===== src/hw/rtl/lpi_pkg.sv =====
// Package with shared constants, types and helpers for the line-plane intersection unit.
`default_nettype none
package lpi_pkg;
  localparam int FracBits = 16;
  localparam int DataW    = 32;
  localparam int ThrW     = 31;
  localparam int AddrW    = 5;
  localparam int QuoW     = DataW + FracBits + 2;

  localparam logic [AddrW-1:0] RegPlaneA  = AddrW'(0);
  localparam logic [AddrW-1:0] RegPlaneB  = AddrW'(4);
  localparam logic [AddrW-1:0] RegPlaneC  = AddrW'(8);
  localparam logic [AddrW-1:0] RegOffset  = AddrW'(12);
  localparam logic [AddrW-1:0] RegThresh  = AddrW'(16);

  typedef logic signed [DataW-1:0] fix_t;

  typedef struct packed {
    fix_t start_x;
    fix_t start_y;
    fix_t start_z;
    fix_t dir_x;
    fix_t dir_y;
    fix_t dir_z;
  } line_t;

  // Divider sideband: hit flag, quotient sign and the line itself.
  localparam int SideW = 2 + $bits(line_t);

  typedef struct packed {
    logic hit;
    fix_t param_t;
    fix_t point_x;
    fix_t point_y;
    fix_t point_z;
  } isect_t;

  typedef struct packed {
    fix_t plane_a;
    fix_t plane_b;
    fix_t plane_c;
    fix_t plane_offset;
    logic [ThrW-1:0] parallel_threshold;
  } plane_cfg_t;

  // Saturate a wide signed value to the 32-bit signed range.
  function automatic fix_t sat(input logic signed [QuoW+FracBits:0] v);
    logic signed [QuoW+FracBits:0] hi;
    logic signed [QuoW+FracBits:0] lo;
    hi = (QuoW+FracBits+1)'(signed'(33'sh0_7FFF_FFFF));
    lo = -hi - 1;
    if (v > hi) return fix_t'(hi);
    else if (v < lo) return fix_t'(lo);
    else return fix_t'(v);
  endfunction
endpackage
`default_nettype wire


===== src/hw/rtl/lpi_regs.sv =====
// APB register file holding the plane coefficients and the parallel threshold.
`default_nettype none
module lpi_regs (
  input  wire logic clk,
  input  wire logic rst,
  input  wire logic psel,
  input  wire logic penable,
  input  wire logic pwrite,
  input  wire logic [lpi_pkg::AddrW-1:0] paddr,
  input  wire logic [31:0] pwdata,
  output logic [31:0] prdata,
  output logic pready,
  output lpi_pkg::plane_cfg_t cfg
);
  import lpi_pkg::*;
  logic wr;
  assign pready = 1'b1;
  assign wr = psel && penable && pwrite;

  // Register writes.
  always_ff @(posedge clk) begin
    if (rst) begin
      cfg.plane_a <= '0;
      cfg.plane_b <= '0;
      cfg.plane_c <= fix_t'(32'sd65536);
      cfg.plane_offset <= '0;
      cfg.parallel_threshold <= ThrW'(1);
    end else if (wr) begin
      unique case (paddr)
        RegPlaneA: cfg.plane_a <= pwdata;
        RegPlaneB: cfg.plane_b <= pwdata;
        RegPlaneC: cfg.plane_c <= pwdata;
        RegOffset: cfg.plane_offset <= pwdata;
        RegThresh: cfg.parallel_threshold <= pwdata[ThrW-1:0];
        default: ;
      endcase
    end
  end

  // Read mux.
  always_comb begin
    unique case (paddr)
      RegPlaneA: prdata = cfg.plane_a;
      RegPlaneB: prdata = cfg.plane_b;
      RegPlaneC: prdata = cfg.plane_c;
      RegOffset: prdata = cfg.plane_offset;
      RegThresh: prdata = {1'b0, cfg.parallel_threshold};
      default:   prdata = '0;
    endcase
  end
endmodule
`default_nettype wire


===== config.mk =====
export PLATFORM = sky130hd
export DESIGN_NAME = lpi_regs
export DESIGN_NICKNAME = d
export VERILOG_FILES = /design/src/hw/rtl/lpi_pkg.sv /design/src/hw/rtl/lpi_regs.sv
export SDC_FILE = /design/constraint.sdc
export NUM_CORES = 1
export LEC_CHECK = 0
export BUFFER_PORTS_ARGS = -buffer_cell sky130_fd_sc_hd__clkbuf_2
export CAP_MARGIN = 20
export CORE_MARGIN = 4
export CORE_UTILIZATION = 45
export DETAILED_ROUTE_END_ITERATION = 7
export GPL_ROUTABILITY_DRIVEN = 0
export PLACE_DENSITY = 0.81
export SYNTH_ARGS = -nofsm -noshare
export SYNTH_HDL_FRONTEND = slang
export SYNTH_SLANG_ARGS = --single-unit

===== constraint.sdc =====
create_clock -name clk -period 1.8 [get_ports clk]
set_clock_uncertainty 0.05 [all_clocks]
set_input_delay 0.36 -clock clk [delete_from_list [all_inputs] [get_ports clk]]
set_output_delay 0.36 -clock clk [all_outputs]
set_load 0.01 [all_outputs]

==> results.sh <==
export IMPL_final_min_clock_period_ns=2.14
export IMPL_synth_top_area_cell="dfxtp_1"
export IMPL_violations="negative setup slack"
export IMPL_routed_top_layer="met4"
export IMPL_cp_top_family="simple AND/OR/NAND/NOR gates"
export IMPL_min_period_over_period_pct=119
export IMPL_die_w_um=130
export IMPL_grtUsageTotal_pct=27.7
export IMPL_syn_area_um2=6700
export IMPL_synth_ff_type="dfxtp_1"
export IMPL_rows=44
export IMPL_syn_inst=832
export IMPL_crit_fanout=8
export IMPL_grt_ovfl_total=0
export IMPL_cp_end_kind="output pin"
export IMPL_hpwl_um=16400
export IMPL_cts_sinks=159
export IMPL_clkLatencyLatePin_ns=0.42
export IMPL_vias_per_cell=5.64
export IMPL_grt_pass1_wl_um=36400
export IMPL_outcome="complete, but fails checks"
export IMPL_grt_pass1_vias=6984
export IMPL_ant_nets=0
export IMPL_drtPass1Iterations=5
export IMPL_ys_seq_elements=159
export IMPL_synth_most_common_cell="nand2_1"
export IMPL_wire_per_inst_um=19.2
export IMPL_top_regs="cfg: 159 flops"
export IMPL_avgSynthCellArea_um2=8.05
export IMPL_grt_max_degree=56
export IMPL_clk_pin_slew_worst_paths_ns=0.06
export IMPL_yosysSeqAreaShare_pct=47.5
export IMPL_async_reset_ff_share_pct=0
export IMPL_cp_required_ns=1.39
export IMPL_synth_warnings=0
export IMPL_fmax_ghz=0.466
export IMPL_drc=0
export IMPL_cellPowerDensity_nw_per_um2=855
export IMPL_critPathBufInv=3
export IMPL_vias=7236
export IMPL_largest_register="cfg"
export IMPL_drive_above_1_share_pct=35.4
export IMPL_met3_length_um=2430
export IMPL_slew_violations=0
export IMPL_cts_tree="built"
export IMPL_core_area_um2=14500
export IMPL_fill_cells=1141
export IMPL_cts_htree_levels=4
export IMPL_diodes=0
export IMPL_crit_cells=6
export IMPL_setup_slack_ns=-0.344
export IMPL_place_area_um2=8380
export IMPL_crit_arrival_ns=1.73
export IMPL_post_place_ws_ns=-0.390
export IMPL_areaGrowthSynthToFinish_pct=43.9
export IMPL_grt_setup_unrepaired="true"
export IMPL_final_core_util_pct=66.3
export IMPL_cts_buffer_depth=2
export IMPL_synthTopCellsByArea="dfxtp_1 (48%), nand2_1 (18%), a21oi_1 (12%)"
export IMPL_final_cell_area_um2=9640
export IMPL_drt_iter0_drc=688
export IMPL_met2_length_um=12100
export IMPL_dieArea_um2=16900
export IMPL_finalHoldViolations=0
export IMPL_ys_types=34
export IMPL_reg2reg_depth=2
export IMPL_cts_inserted_buffers=17
export IMPL_synth_top_area_share_pct=47.5
export IMPL_wl_met1_um=9390
export IMPL_hp_class="in -> reg"
export IMPL_crit_slowest_cell="or4b_4"
export IMPL_finalSetupViolCount=32
export IMPL_peakVddDrop_v=0.000675
export IMPL_synth_edf_count=0
export IMPL_path_class="in -> out"
export IMPL_io_buffers=232
export IMPL_syn_nets=874
export IMPL_cpPeakStageDelay_ns=0.66
export IMPL_cts_root_buffer="clkbuf_16"
export IMPL_io_pins=234
export IMPL_max_cap_violations=0
export IMPL_setup_tns_ns=-8.94
export IMPL_largest_register_ffs=159
export IMPL_die_h_um=130
export IMPL_cp_start_kind="input pin"
export IMPL_holdPathStages=3
export IMPL_initial_core_util_pct=46.1
export IMPL_ys_top_cells_by_count="nand2_1 (318), dfxtp_1 (159), a21oi_1 (158)"
export IMPL_cp_cell_sequence="buf_8, or4b_4, buf_12, o2bb2ai_2, a221o_1, buf_2"
export IMPL_antenna_found_initial=0
export IMPL_layout_nets=1127
export IMPL_dp_cells=1234
export IMPL_finalWirelength_um=24600
export IMPL_p_leak_uw=0.00394
export IMPL_final_cells=1282
[placed cells by master, fill, tap and decap left out, drive strengths merged, types with 2 or more instances in the layout]
cell type,netlist,final
a221o,29,29
and2,3,3
dfxtp,159,159
o2bb2ai,29,29
nor4,4,4
nor2,4,4
buf,43,109
clkbuf,30,217
a22oi,3,3
clkinv,0,4
a21oi,158,158
nor3,5,5
and4,2,2
mux2i,31,31
bufinv,0,7
nand2,318,318
[per-layer routing]
layer	vias to the layer above	GRT usage (%)
met3	67	7.65
met1	3406	33.6
met4	0	10.9
li1	3351	-
met2	412	46.9
met5	-	0
[kinds of logic after synthesis]
logic type,after synthesis,share of synthesized area (%)
and+or+nand+nor,348,21.3
DFF,159,47.5
other,1,0.0560
buffers and inverters,73,5.83
AOI/OAI and AO/OA,219,20.3
muxes,32,4.97
[stage by stage]
stage	hold slack, ns	power, uW
after floorplan	0.427	3770
after global placement	0.403	3960
after detailed placement	0.409	3960
after CTS	0.152	8220
after global routing	0.149	8470
final	0.163	8240
[power breakdown]
| group | internal, uW | switching (uW) | leakage, uW |
|---|---|---|---|
| logic | 166 | 244 | 0.00231 |
| registers | 3530 | 7.52 | 0.00128 |
| clock network | 2820 | 1470 | 0.000344 |
| total | 6520 | 1720 | 0.00394 |
[worst min-delay path: stages]
cell	delay [ns]
clkbuf_2	0.12
nand2_1	0.06
a21oi_1	0.05
[what timing repair did]
item | 4_1_cts | 5_1_grt
hold buffers | 0 | 0
gates resized for setup | 28 | 83
buffers inserted | 5 | 9
cloned | 1 | 2
endpoints found under the setup margin | 32 | 32
pin swaps | 20 | 17
[final timing paths]
kind,to,start,slack (ns)
worst max register to register,cfg[9],cfg[9],1.00
worst min-delay path,cfg[158],pwdata[31],0.16
worst max-delay path,prdata[2],paddr[4],-0.34
worst min register to register,cfg[54],cfg[54],0.42
[cell type report]
| type | count | area (um^2) | share of cell area, % |
|---|---|---|---|
| clock inverters | 13 | 258 | 2.67 |
| repair buffers | 307 | 2050 | 21.3 |
| well taps | 184 | 230 | 2.39 |
| multi-input cells | 600 | 3450 | 35.8 |
| clock buffers | 19 | 453 | 4.70 |
| flip-flops and latches | 159 | 3190 | 33.1 |
No activity file was read; power rests on OpenSTA's default activity.
